[src/hw/rtl/amrp_pkg.sv]
// Package for the AT modem response parser: keyword table, result codes and phase type.
`default_nettype none

package amrp_pkg;

	// Line limit and derived counter width
	localparam int MAX_LINE = 127;
	localparam int CNT_W    = $clog2(MAX_LINE + 1);

	// Field widths
	localparam int CODE_W   = 4;
	localparam int SPEED_W  = 32;
	localparam int LEN_W    = 7;
	localparam int BYTE_W   = 8;

	// Keyword table geometry
	localparam int NUM_KW     = 13;
	localparam int KW_CONNECT = 2;
	localparam int KW_ECHO    = 12;
	localparam int KW_MAX_LEN = 12;
	localparam int KW_LEN_W   = $clog2(KW_MAX_LEN + 1);
	localparam logic [NUM_KW-1:0] ALL_KW = '1;

	// Result codes
	localparam logic [CODE_W-1:0] CODE_NONE    = 4'd0;
	localparam logic [CODE_W-1:0] CODE_OK      = 4'd1;
	localparam logic [CODE_W-1:0] CODE_CONNECT = 4'd2;
	localparam logic [CODE_W-1:0] CODE_RING    = 4'd3;
	localparam logic [CODE_W-1:0] CODE_NOCARR  = 4'd4;
	localparam logic [CODE_W-1:0] CODE_ERROR   = 4'd5;
	localparam logic [CODE_W-1:0] CODE_NODIAL  = 4'd6;
	localparam logic [CODE_W-1:0] CODE_BUSY    = 4'd7;
	localparam logic [CODE_W-1:0] CODE_NOANS   = 4'd8;
	localparam logic [CODE_W-1:0] CODE_RINGING = 4'd9;
	localparam logic [CODE_W-1:0] CODE_VOICE   = 4'd10;
	localparam logic [CODE_W-1:0] CODE_FAX     = 4'd11;
	localparam logic [CODE_W-1:0] CODE_TIMEOUT = 4'd12;

	localparam logic [SPEED_W-1:0] DEFAULT_SPEED = 32'd300;

	// Special characters
	localparam logic [BYTE_W-1:0] CH_CR    = 8'h0D;
	localparam logic [BYTE_W-1:0] CH_LF    = 8'h0A;
	localparam logic [BYTE_W-1:0] CH_SPACE = 8'h20;
	localparam logic [BYTE_W-1:0] CH_TAB   = 8'h09;
	localparam logic [BYTE_W-1:0] CH_VT    = 8'h0B;
	localparam logic [BYTE_W-1:0] CH_FF    = 8'h0C;
	localparam logic [BYTE_W-1:0] CH_PLUS  = 8'h2B;
	localparam logic [BYTE_W-1:0] CH_MINUS = 8'h2D;
	localparam logic [BYTE_W-1:0] CH_ZERO  = 8'h30;
	localparam logic [BYTE_W-1:0] CH_NINE  = 8'h39;

	// Keyword text, right-justified: last character in the low byte
	localparam logic [BYTE_W*KW_MAX_LEN-1:0] KW_TEXT [NUM_KW] = '{
		(BYTE_W*KW_MAX_LEN)'("OK"),
		(BYTE_W*KW_MAX_LEN)'("CONNECT FAX"),
		(BYTE_W*KW_MAX_LEN)'("CONNECT"),
		(BYTE_W*KW_MAX_LEN)'("RING"),
		(BYTE_W*KW_MAX_LEN)'("NO CARRIER"),
		(BYTE_W*KW_MAX_LEN)'("ERROR"),
		(BYTE_W*KW_MAX_LEN)'("NO DIALTONE"),
		(BYTE_W*KW_MAX_LEN)'("NO DIAL TONE"),
		(BYTE_W*KW_MAX_LEN)'("BUSY"),
		(BYTE_W*KW_MAX_LEN)'("NO ANSWER"),
		(BYTE_W*KW_MAX_LEN)'("RINGING"),
		(BYTE_W*KW_MAX_LEN)'("VOICE"),
		(BYTE_W*KW_MAX_LEN)'("AT")
	};

	localparam logic [KW_LEN_W-1:0] KW_LEN [NUM_KW] = '{
		4'd2, 4'd11, 4'd7, 4'd4, 4'd10, 4'd5, 4'd11, 4'd12, 4'd4, 4'd9, 4'd7, 4'd5, 4'd2
	};

	// Prefix keywords keep matching past their own length
	localparam logic [NUM_KW-1:0] KW_PREFIX = 13'b1_0000_0000_0110;

	localparam logic [CODE_W-1:0] KW_CODE [NUM_KW] = '{
		CODE_OK, CODE_FAX, CODE_CONNECT, CODE_RING, CODE_NOCARR, CODE_ERROR,
		CODE_NODIAL, CODE_NODIAL, CODE_BUSY, CODE_NOANS, CODE_RINGING, CODE_VOICE,
		CODE_NONE
	};

	// Speed field parse phase
	typedef enum logic [2:0] {
		PH_IDLE,
		PH_BLANK,
		PH_SIGN,
		PH_DIGIT,
		PH_DONE
	} speed_phase_t;

endpackage

`default_nettype wire

[src/hw/rtl/at_modem_response_parser.sv]
// A request is held in the input register; a line result it completes moves to the result register.
// Throughput: one request per cycle while the result register is not stalled; the keyword compare
// and the saturating multiply-by-ten accumulate of the speed field are both combinational.
// Backpressure: s_tready stays high while the input or result register is empty or m_tready is high.
// Reset (arst_n low, asynchronous): line state cleared, all keyword candidates set,
// input and result registers empty.
`default_nettype none

module at_modem_response_parser import amrp_pkg::*; (
	input  wire logic        clk,
	input  wire logic        arst_n,
	input  wire logic        s_tvalid,
	output logic             s_tready,
	input  wire logic [7:0]  s_tdata,   // [7:0] rx_byte
	input  wire logic        s_tuser,   // [0] cmd
	output logic             m_tvalid,
	input  wire logic        m_tready,
	output logic [39:0]      m_tdata,   // [31:0] connect_speed, [38:32] line_length, [39] is_echo
	output logic [3:0]       m_tuser    // [3:0] resp_code
);

	// Input register
	logic              valid_s1;
	logic              cmd_s1;
	logic [BYTE_W-1:0] byte_s1;

	// Line state
	logic [CNT_W-1:0]   count_q;
	logic [NUM_KW-1:0]  match_q;
	logic [SPEED_W-1:0] accum_q;
	speed_phase_t       phase_q;
	logic               neg_q;

	// Result register
	logic               out_valid_q;
	logic [CODE_W-1:0]  code_q;
	logic [SPEED_W-1:0] speed_q;
	logic [LEN_W-1:0]   len_q;
	logic               echo_q;

	logic adv;
	logic proc;

	assign adv      = !out_valid_q || m_tready;
	assign proc     = valid_s1 && adv;
	assign s_tready = !valid_s1 || adv;

	// Next-state and result logic
	logic               is_eol;
	logic               is_blank;
	logic               is_digit;
	logic [3:0]         dval;
	logic [35:0]        prod;
	logic [CNT_W-1:0]   cnt_n;
	logic [NUM_KW-1:0]  match_n;
	logic [SPEED_W-1:0] accum_n;
	speed_phase_t       phase_n;
	logic               neg_n;
	logic               emit;
	logic [CNT_W-1:0]   fin_cnt;
	logic [NUM_KW-1:0]  fin_match;
	logic [SPEED_W-1:0] fin_accum;
	speed_phase_t       fin_phase;
	logic               fin_neg;
	logic [CODE_W-1:0]  res_code;
	logic [SPEED_W-1:0] res_speed;
	logic               res_echo;
	logic               found;
	logic [6:0]         bit_idx;
	logic [3:0]         pos4;
	logic [BYTE_W-1:0]  kw_ch;

	always_comb begin
		is_eol   = (byte_s1 == CH_CR) || (byte_s1 == CH_LF);
		is_blank = (byte_s1 == CH_SPACE) || (byte_s1 == CH_TAB) ||
		           (byte_s1 == CH_VT) || (byte_s1 == CH_FF);
		is_digit = (byte_s1 >= CH_ZERO) && (byte_s1 <= CH_NINE);
		dval     = is_digit ? 4'(byte_s1 - CH_ZERO) : 4'd0;
		prod     = (36'(accum_q) << 3) + (36'(accum_q) << 1) + 36'(dval);
		pos4     = count_q[3:0];
		bit_idx  = '0;
		kw_ch    = '0;

		// Speed field phase
		accum_n = accum_q;
		phase_n = phase_q;
		neg_n   = neg_q;
		if (count_q == CNT_W'(7) && match_q[KW_CONNECT] && byte_s1 == CH_SPACE) begin
			phase_n = PH_BLANK;
		end else if (count_q >= CNT_W'(8)) begin
			unique case (phase_q)
				PH_BLANK: begin
					if (is_blank) begin
						phase_n = PH_BLANK;
					end else if (byte_s1 == CH_PLUS) begin
						phase_n = PH_SIGN;
					end else if (byte_s1 == CH_MINUS) begin
						phase_n = PH_SIGN;
						neg_n   = 1'b1;
					end else if (is_digit) begin
						phase_n = PH_DIGIT;
						accum_n = SPEED_W'(dval);
					end else begin
						phase_n = PH_DONE;
					end
				end
				PH_SIGN: begin
					if (is_digit) begin
						phase_n = PH_DIGIT;
						accum_n = SPEED_W'(dval);
					end else begin
						phase_n = PH_DONE;
					end
				end
				PH_DIGIT: begin
					if (is_digit) begin
						accum_n = (prod[35:32] != 4'd0) ? '1 : prod[31:0];
					end else begin
						phase_n = PH_DONE;
					end
				end
				default: phase_n = phase_q;
			endcase
		end

		// Drop keyword candidates that miss at this position
		match_n = match_q;
		for (int k = 0; k < NUM_KW; k++) begin
			if (count_q < CNT_W'(KW_LEN[k])) begin
				bit_idx = 7'(8 * (KW_LEN[k] - 4'd1 - pos4));
				kw_ch   = KW_TEXT[k][bit_idx +: BYTE_W];
				if (kw_ch != byte_s1)
					match_n[k] = 1'b0;
			end else if (!KW_PREFIX[k]) begin
				match_n[k] = 1'b0;
			end
		end
		cnt_n = count_q + CNT_W'(1);

		// Pick the state the finished line is judged on
		if (cmd_s1) begin
			emit = 1'b1;
		end else if (is_eol) begin
			emit = (count_q != '0);
		end else begin
			emit = (cnt_n >= CNT_W'(MAX_LINE));
		end
		if (!cmd_s1 && is_eol) begin
			fin_cnt   = count_q;
			fin_match = match_q;
			fin_accum = accum_q;
			fin_phase = phase_q;
			fin_neg   = neg_q;
		end else begin
			fin_cnt   = cnt_n;
			fin_match = match_n;
			fin_accum = accum_n;
			fin_phase = phase_n;
			fin_neg   = neg_n;
		end

		// Decode the result code, first matching keyword wins
		res_code = CODE_NONE;
		found    = 1'b0;
		for (int k = 0; k < KW_ECHO; k++) begin
			if (!found && fin_match[k] && fin_cnt >= CNT_W'(KW_LEN[k])) begin
				res_code = KW_CODE[k];
				found    = 1'b1;
			end
		end
		res_speed = '0;
		if (res_code == CODE_CONNECT) begin
			if (fin_phase == PH_IDLE)
				res_speed = DEFAULT_SPEED;
			else
				res_speed = fin_neg ? (SPEED_W'(0) - fin_accum) : fin_accum;
		end
		res_echo = fin_match[KW_ECHO] && (fin_cnt >= CNT_W'(2));
	end

	// Input register: load on accept, empty when consumed
	always_ff @(posedge clk or negedge arst_n) begin
		if (!arst_n) begin
			valid_s1 <= 1'b0;
		end else if (s_tvalid && s_tready) begin
			valid_s1 <= 1'b1;
		end else if (adv) begin
			valid_s1 <= 1'b0;
		end
	end

	always_ff @(posedge clk) begin
		if (s_tvalid && s_tready) begin
			cmd_s1  <= s_tuser;
			byte_s1 <= s_tdata;
		end
	end

	// Line state: advance per request, clear on line end, full line or timeout
	always_ff @(posedge clk or negedge arst_n) begin
		if (!arst_n) begin
			count_q <= '0;
			match_q <= ALL_KW;
			accum_q <= '0;
			phase_q <= PH_IDLE;
			neg_q   <= 1'b0;
		end else if (proc) begin
			if (emit) begin
				count_q <= '0;
				match_q <= ALL_KW;
				accum_q <= '0;
				phase_q <= PH_IDLE;
				neg_q   <= 1'b0;
			end else if (!is_eol) begin
				count_q <= cnt_n;
				match_q <= match_n;
				accum_q <= accum_n;
				phase_q <= phase_n;
				neg_q   <= neg_n;
			end
		end
	end

	// Result register: hold until taken
	always_ff @(posedge clk or negedge arst_n) begin
		if (!arst_n) begin
			out_valid_q <= 1'b0;
		end else if (adv) begin
			out_valid_q <= valid_s1 && emit;
		end
	end

	always_ff @(posedge clk) begin
		if (proc && emit) begin
			if (cmd_s1) begin
				code_q  <= CODE_TIMEOUT;
				speed_q <= '0;
				len_q   <= '0;
				echo_q  <= 1'b0;
			end else begin
				code_q  <= res_code;
				speed_q <= res_speed;
				len_q   <= fin_cnt[LEN_W-1:0];
				echo_q  <= res_echo;
			end
		end
	end

	assign m_tvalid = out_valid_q;
	assign m_tuser  = code_q;
	assign m_tdata  = {echo_q, len_q, speed_q};

	// Checks
	a_timeout_clean: assert property (@(posedge clk) disable iff (!arst_n)
		(m_tvalid && m_tuser == CODE_TIMEOUT) |-> (m_tdata == '0))
		else $error("timeout result carries payload");

	a_speed_connect: assert property (@(posedge clk) disable iff (!arst_n)
		(m_tvalid && m_tuser != CODE_CONNECT) |-> (m_tdata[31:0] == '0))
		else $error("speed reported for a non-CONNECT line");

	a_count_bound: assert property (@(posedge clk) disable iff (!arst_n)
		count_q < CNT_W'(MAX_LINE))
		else $error("line counter reached the line limit");

	a_timeout_clears: assert property (@(posedge clk) disable iff (!arst_n)
		(proc && cmd_s1) |=> (count_q == '0 && match_q == ALL_KW && phase_q == PH_IDLE))
		else $error("timeout did not clear the line state");

	a_result_held: assert property (@(posedge clk) disable iff (!arst_n)
		(m_tvalid && !m_tready) |=> (m_tvalid && $stable(m_tdata) && $stable(m_tuser)))
		else $error("stalled result changed");

endmodule

`default_nettype wire

[config.mk]
export PLATFORM = sky130hd
export DESIGN_NAME = at_modem_response_parser
export DESIGN_NICKNAME = d
export VERILOG_FILES = /design/src/hw/rtl/amrp_pkg.sv /design/src/hw/rtl/at_modem_response_parser.sv
export SDC_FILE = /design/constraint.sdc
export NUM_CORES = 1
export LEC_CHECK = 0
export BUFFER_PORTS_ARGS = -buffer_cell sky130_fd_sc_hd__buf_2
export CORE_UTILIZATION = 28
export DETAILED_ROUTE_END_ITERATION = 8
export SKIP_LAST_GASP = 1
export SYNTH_ARGS = -nofsm -noshare
export SYNTH_HDL_FRONTEND = slang
export SYNTH_SLANG_ARGS = --single-unit
[constraint.sdc]
create_clock -name clk -period 7.3 [get_ports clk]
set_clock_uncertainty 0.15 [all_clocks]
set_input_delay 0.73 -clock clk [delete_from_list [all_inputs] [get_ports clk]]
set_output_delay 0.73 -clock clk [all_outputs]
set_load 0.02 [all_outputs]
Word-level counts from Yosys, hierarchy flattened
Cells that the tools add are included.
{ "word_totals": {"ff_bits": 111, "input_bits": 13, "output_inout_bits": 46, "word_cells": 241} }
{ "classes": {"add_sub_neg": 13, "order_cmp": 20, "eq_ne": 27, "shift": 13, "muxes": 94, "n_bitwise": 1, "reduce_logical": 59} }
{ "ops": {"columns": ["operator", "n"], "rows": [
  ["indexed part select 96 x 8 -> 8 bit, first input constant", 13],
  ["two-way mux 32 bit", 12],
  ["!= test 8 bit", 13],
  ["case mux 32 bit (3 select lines)", 1],
  ["two-way mux 1 bit", 51],
  ["two-way mux 4 bit", 12],
  ["== test 8 x 4 -> 1 bit, second input constant", 5],
  ["two-way mux 13 bit", 3],
  ["adder 35 x 33 -> 36 bit", 1],
  ["adder 36 x 4 -> 36 bit", 1],
  [">= comparator 7 x 4 -> 1 bit, second input constant", 5],
  ["logical AND 1 bit", 32],
  ["subtractor 1 x 32 -> 32 bit, first input constant", 1],
  ["two-way mux 3 bit", 10],
  ["less-than comparator 7 x 4 -> 1 bit, second input constant", 4],
  ["== test 8 x 6 -> 1 bit, second input constant", 3],
  [">= comparator 7 x 3 -> 1 bit, second input constant", 3],
  ["less-than comparator 7 x 3 -> 1 bit, second input constant", 3],
  ["two-way mux 7 bit", 3],
  ["subtractor 4 bit, first input constant", 4],
  ["zero test 1 bit", 14],
  ["two-way mux 9 bit", 1],
  ["case mux 3 bit (3 select lines)", 1],
  [">= comparator 8 x 6 -> 1 bit, second input constant", 1],
  ["23 further kinds", 30]
]} }

Depth between registers and ports, before layout
{ "logic_depth": {"ltp_word": 55, "depth_mapped": 23, "depth_no_buf": 21} }

Worst setup path after synthesis
OpenSTA, ideal clock, no wires.
{ "synth_path": {"path_type": "reg2reg", "start": "register count_q[1]", "end": "register accum_q[0]", "setup_time_ns": 0.140, "arrival_time_ns": 5.506, "t_required_ns": 7.010, "slack_ns": 1.505, "path_stages_with_launch": 16, "path_buffers": 4, "period_less_slack_ns": 5.795, "cell_sequence": "dfrtp_1 > clkinv_1 > ha_1 > clkbuf_1 > clkbuf_1 > nor2_1 > o22ai_1 > nand2_1 > o21ai_0 > a31oi_1 > a21oi_1 > nor2_1 > clkbuf_1 > clkbuf_1 > nand2_1 > o21ai_0"} }
{ "synth_between": {"elab_chain_cells": 6, "elab_cells_between_ends": 15, "classes_between": "add/sub: 1; order compare: 2; eq/ne: 2; mux: 6; reduce/logical: 4"} }
{ "synth_lines": {"columns": ["element", "line", "text"], "rows": [
  ["from (decl)", "at_modem_response_parser.sv:28", "logic [CNT_W-1:0] count_q;"],
  ["from (signal assigned)", "at_modem_response_parser.sv:215", "count_q <= cnt_n;"],
  ["adder 7 x 1 -> 7 bit / == test 7 x 3 -> 1 bit (equally long branches)", "at_modem_response_parser.sv:138, at_modem_response_parser.sv:88", null],
  [">= comparator 7 bit / logical AND 1 bit (equally long branches)", "at_modem_response_parser.sv:146, at_modem_response_parser.sv:88", null],
  ["two-way mux 1 bit / logical AND 1 bit (equally long branches)", "at_modem_response_parser.sv:143, at_modem_response_parser.sv:88", null],
  ["two-way mux 1 bit / two-way mux 32 bit (equally long branches)", "at_modem_response_parser.sv:141, at_modem_response_parser.sv:88", null],
  ["!= test 2 x 1 -> 1 bit (no line) / two-way mux 32 bit (equally long branches)", null, null],
  ["AND reduction 2 bit (no line) / two-way mux 32 bit (equally long branches)", null, null],
  ["to (signal assigned)", "at_modem_response_parser.sv:217", "accum_q <= accum_n;"],
  ["to (decl)", "at_modem_response_parser.sv:30", "logic [SPEED_W-1:0] accum_q;"]
]} }
Several ways; a longest one is shown, not always the timed one. The select of a mux whose other input is x is not followed.
A chain may end at the register's enable or synchronous reset.

Worst setup path in the final report
{ "layout_path": {"start": "register byte_s1[7]", "end": "register speed_q[30], data pin"} }
{ "layout_between": {"elab_chain_cells": 54, "elab_cells_between_ends": 155, "classes_between": "add/sub: 2; order compare: 10; eq/ne: 21; mux: 77; bitwise: 1; reduce/logical: 44"} }
{ "layout_lines": {"columns": ["element", "line", "text"], "rows": [
  ["from (decl)", "at_modem_response_parser.sv:25", "logic [BYTE_W-1:0] byte_s1;"],
  ["from (signal assigned)", "at_modem_response_parser.sv:195", "byte_s1 <= s_tdata;"],
  ["== test 8 x 4 -> 1 bit", "at_modem_response_parser.sv:74", "is_eol = (byte_s1 == CH_CR) || (byte_s1 == CH_LF);"],
  ["logical OR 1 bit", "at_modem_response_parser.sv:74", null],
  ["logical AND 1 bit", "at_modem_response_parser.sv:148", "if (!cmd_s1 && is_eol) begin"],
  ["two-way mux 7 bit", "at_modem_response_parser.sv:148", null],
  [">= comparator 7 x 2 -> 1 bit", "at_modem_response_parser.sv:166", "if (!found && fin_match[k] && fin_cnt >= CNT_W'(KW_LEN[k])) begin"],
  ["logical AND 1 bit", "at_modem_response_parser.sv:166", null],
  ["two-way mux 1 bit", "at_modem_response_parser.sv:166", null],
  ["zero test 1 bit", "at_modem_response_parser.sv:166", null],
  ["[36 not listed]", null, null],
  ["logical AND 1 bit (2 in a row)", "at_modem_response_parser.sv:166", null],
  ["two-way mux 1 bit", "at_modem_response_parser.sv:166", null],
  ["zero test 1 bit", "at_modem_response_parser.sv:166", null],
  ["logical AND 1 bit (2 in a row)", "at_modem_response_parser.sv:166", null],
  ["two-way mux 4 bit", "at_modem_response_parser.sv:166", null],
  ["== test 4 x 2 -> 1 bit", "at_modem_response_parser.sv:172", "if (res_code == CODE_CONNECT) begin"],
  ["inverter 1 bit (no line)", null, null],
  ["OR reduction 3 bit (no line)", null, null],
  ["to (signal assigned)", "at_modem_response_parser.sv:242", "speed_q <= res_speed;"],
  ["to (decl)", "at_modem_response_parser.sv:37", "logic [SPEED_W-1:0] speed_q;"]
]} }
Several ways; a longest one is shown, not always the timed one.

==> flow_metrics.tcl <==
set metrics [dict create \
    clk_path_buf_depth 2 \
    max-slew-margin-rel_pct 20.2 \
    start_util_pct 28.5 \
    seqCellArea_mm2 0.00306 \
    num_vias 11782 \
    nets 1574 \
    insertion_delay_ps 370 \
    ff2ff_setup_slack_ps 890 \
    irDropWorstVdd_mv 0.0885 \
    grt_max_degree 59 \
    first_pass_iters 7 \
    rsz0062_at_grt "no" \
    crit_path_frequent_cell "fa_1" \
    synth.top_cells.by_area "edfxtp_1 (13%), dfrtp_1 (9.4%), ha_1 (9.1%)" \
    timing.final.crit_period_ps 6410 \
    pwr-share-seq_pct 37.6 \
    io_pins 59 \
    postCtsHoldBufs 0 \
    ant_nets 0 \
    seq_area_frac_synth_pct 25.6 \
    row_count 75 \
    internal_power_mw 1.22 \
    end_kind "register" \
    synth_cells 1477 \
    cts_tree "yes" \
    cap_violations 0 \
    fin_crit_sh_pct 87.8 \
    grt_pass1_wl_mm 65.5 \
    synthMostInstantiatedCell "nand2_1" \
    yosys_most_used_dff "edfxtp_1" \
    drt_iter0_markers 1129 \
    syn-num-nets 1579 \
    multi_input_area_mm2 0.00835 \
    synth_edf_count 53 \
    drive_gt1_share_pct 12.7 \
    drc_errors 0 \
    async_flop_share_pct 52.3 \
    vias_per_cell 5.84 \
    crit_fanout 11 \
    finalWirelength_mm 42.5 \
    swShare_pct 36.5 \
    hold-path-cell-count 2 \
    syn_area_per_cell_um2 8.08 \
    die_area_mm2 0.0435 \
    fin_setup_tns_ps 0 \
    cp.arrival_ps 6400 \
    status "finished clean" \
    leakagePower_nw 5.11 \
    nFillCells 4405 \
    cts_made_buffers 9 \
    fp.dieW_um 208 \
    endpoint "speed_q[30]" \
    path_class "register to register" \
    cp_top_family "compound AO/OA/AOI/OAI gates" \
    ys_types 108 \
    htreeDepth 3 \
    netlist.area_leader.share_pct 13.3 \
    worstMarginPinSlew_ps 1190 \
    cts_resized 0 \
    die_y_um 208 \
    p_clk_share_pct 28.7 \
    cp.depth 20 \
    dp.final_hpwl_mm 31.9 \
    r2r_cells 20 \
    area_delta_synth_final_pct 8.90 \
    crit_buf_inv 1 \
    yosys.area.top_type "edfxtp_1" \
    timing.fmax_mhz 156 \
    syn_area_mm2 0.0119 \
    critPathMaxStageDelay_ps 530 \
    core-area_mm2 0.0419 \
    ys_warn_count 0 \
    required_ps 7290 \
    place.gp.congestion 0.954 \
    switchingPower_mw 0.700 \
    cts_setup_buffers 0 \
    diodes 0 \
    worstReg2RegStart "byte_s1[7]" \
    crit_chain "buf_4 -> nand4bb_1 -> nor4_1 -> fa_1 -> fa_1 -> a211oi_1 -> o21ai_2 -> a41oi_1 -> nand4_1 -> and4_1 -> a21o_1 -> o31ai_1 -> ha_1 -> nand2_1 -> nor2_1 -> nor4b_4 -> nand4_4 -> o41ai_2 -> xnor2_1 -> nor2_2" \
    slew_viol_final 0 \
    power.density_mw_per_mm2 147 \
    grt_pass1_vias 11161 \
    ys_ff_latch 111 \
    synthTopCellsByCount "nand2_1 (145), nor2_1 (144), a21oi_1 (117), o21ai_0 (98), ha_1 (87)" \
    worst_path_max_delay_cell "fa_1" \
    regToRegEndpoint "speed_q[30]" \
    startpoint_type "register" \
    p_comb_share_pct 33.7 \
    wl_per_cell_um 21.1 \
    hp-class "register to register" \
    portBuffers 58 \
    clkSinkCount 111 \
    cts.clk_slew.worst_paths_ps 90 \
    p_total_mw 1.91 \
    setup_viol 0 \
    grt_util_all_layers_pct 19.2 \
    crit_start "byte_s1[7]" \
    grt.overflow.total 0 \
    antenna_found_initial 0 \
    cts_root_buf "clkbuf_16" \
    final-hold-violation-count 0 \
]
==> routing by layer <==
| metal | up-vias | track usage, % | share of wire (%) |
|---|---|---|---|
| met5 | - | 0 | 0 |
| met4 | 0 | 6.03 | 2.8 |
| met3 | 67 | 2.32 | 7.2 |
| met2 | 486 | 30.8 | 46 |
| met1 | 5713 | 26.6 | 44 |
| li1 | 5516 | - | - |
==> cell families (layout without fill, tap and decap cells) <==
logic type / after synthesis / after routing / share of synthesized area (%)
AND/OR/NAND/NOR: 559 / 559 / 24.3
AO/OA/AOI/OAI: 481 / 481 / 27.8
buffers and inverters: 127 / 127 / 4.52
flip-flops: 111 / 111 / 25.6
XOR/XNOR: 93 / 93 / 6.89
adder cells (fa/ha/maj): 89 / 89 / 9.46
multiplexers: 17 / 17 / 1.46
==> worst min path at each step <==
stage	to	from	slack, ps
final	match_q[12]	match_q[12]	350
after global routing	match_q[12]	match_q[12]	370
after CTS	match_q[12]	match_q[12]	350
after detailed placement	match_q[12]	match_q[12]	340
after global placement	match_q[12]	match_q[12]	340
after floorplan	accum_q[0]	arst_n	280
==> per-stage QoR <==
step | util, % | std cells | cell area (µm²) | hold slack, ps | setup WS, ps
5_1_grt | 31.0 | 2016 | 13000 | 372 | 440
4_1_cts | 31.0 | 2016 | 13000 | 354 | 906
6_report | 31.0 | 2016 | 13000 | 350 | 888
3_3_place_gp | 30.2 | 2000 | 12700 | 340 | 1100
3_5_place_dp | 30.2 | 2000 | 12700 | 343 | 919
2_1_floorplan | - | 1477 | 11900 | 284 | 1500
==> power by group through the flow <==
stage / sequential (mW) / combinational (mW) / clock, mW
global placement: 0.732 / 0.628 / 0
global route: 0.723 / 0.697 / 0.573
floorplan: 0.743 / 0.447 / 0
detailed placement: 0.732 / 0.633 / 0
CTS: 0.720 / 0.635 / 0.551
finish: 0.720 / 0.645 / 0.550
==> state kept, by name (all words and copies together) (netlist names) <==
register and flops:
accum_q 32, byte_s1 8, neg_q 1, len_q 7
cmd_s1 1, m_tuser 4, phase_q 3, match_q 13
m_tvalid 1, valid_s1 1, speed_q 32, echo_q 1
count_q 7
==> layout make-up <==
class / instances / share of cell area, %
multi-input combinational: 1239 / 64.3
sequential: 111 / 23.5
tap: 539 / 5.19
timing repair buffer: 86 / 3.85
clock buffer: 10 / 1.84
inverter: 25 / 0.722
clock inverter: 6 / 0.607
==> worst min-delay path, stage by stage (launching register included) <==
cell and delay (ps):
dfstp_2 370, inv_1 50, a22oi_1 70
==> cells in the final DEF (no fill, tap or decap), types with 23 or more instances in the layout <==
master and instances:
xnor2_1 62, buf_2 58, ha_1 87, buf_4 28, xor2_1 30, nand2_1 145, nor2_1 143, a21oi_1 116
edfxtp_1 53, o21ai_0 98, nor3_1 44, a31oi_1 25, nand2b_1 23, dfrtp_1 45, nand3_1 27
(Power assumes the default switching activity.)
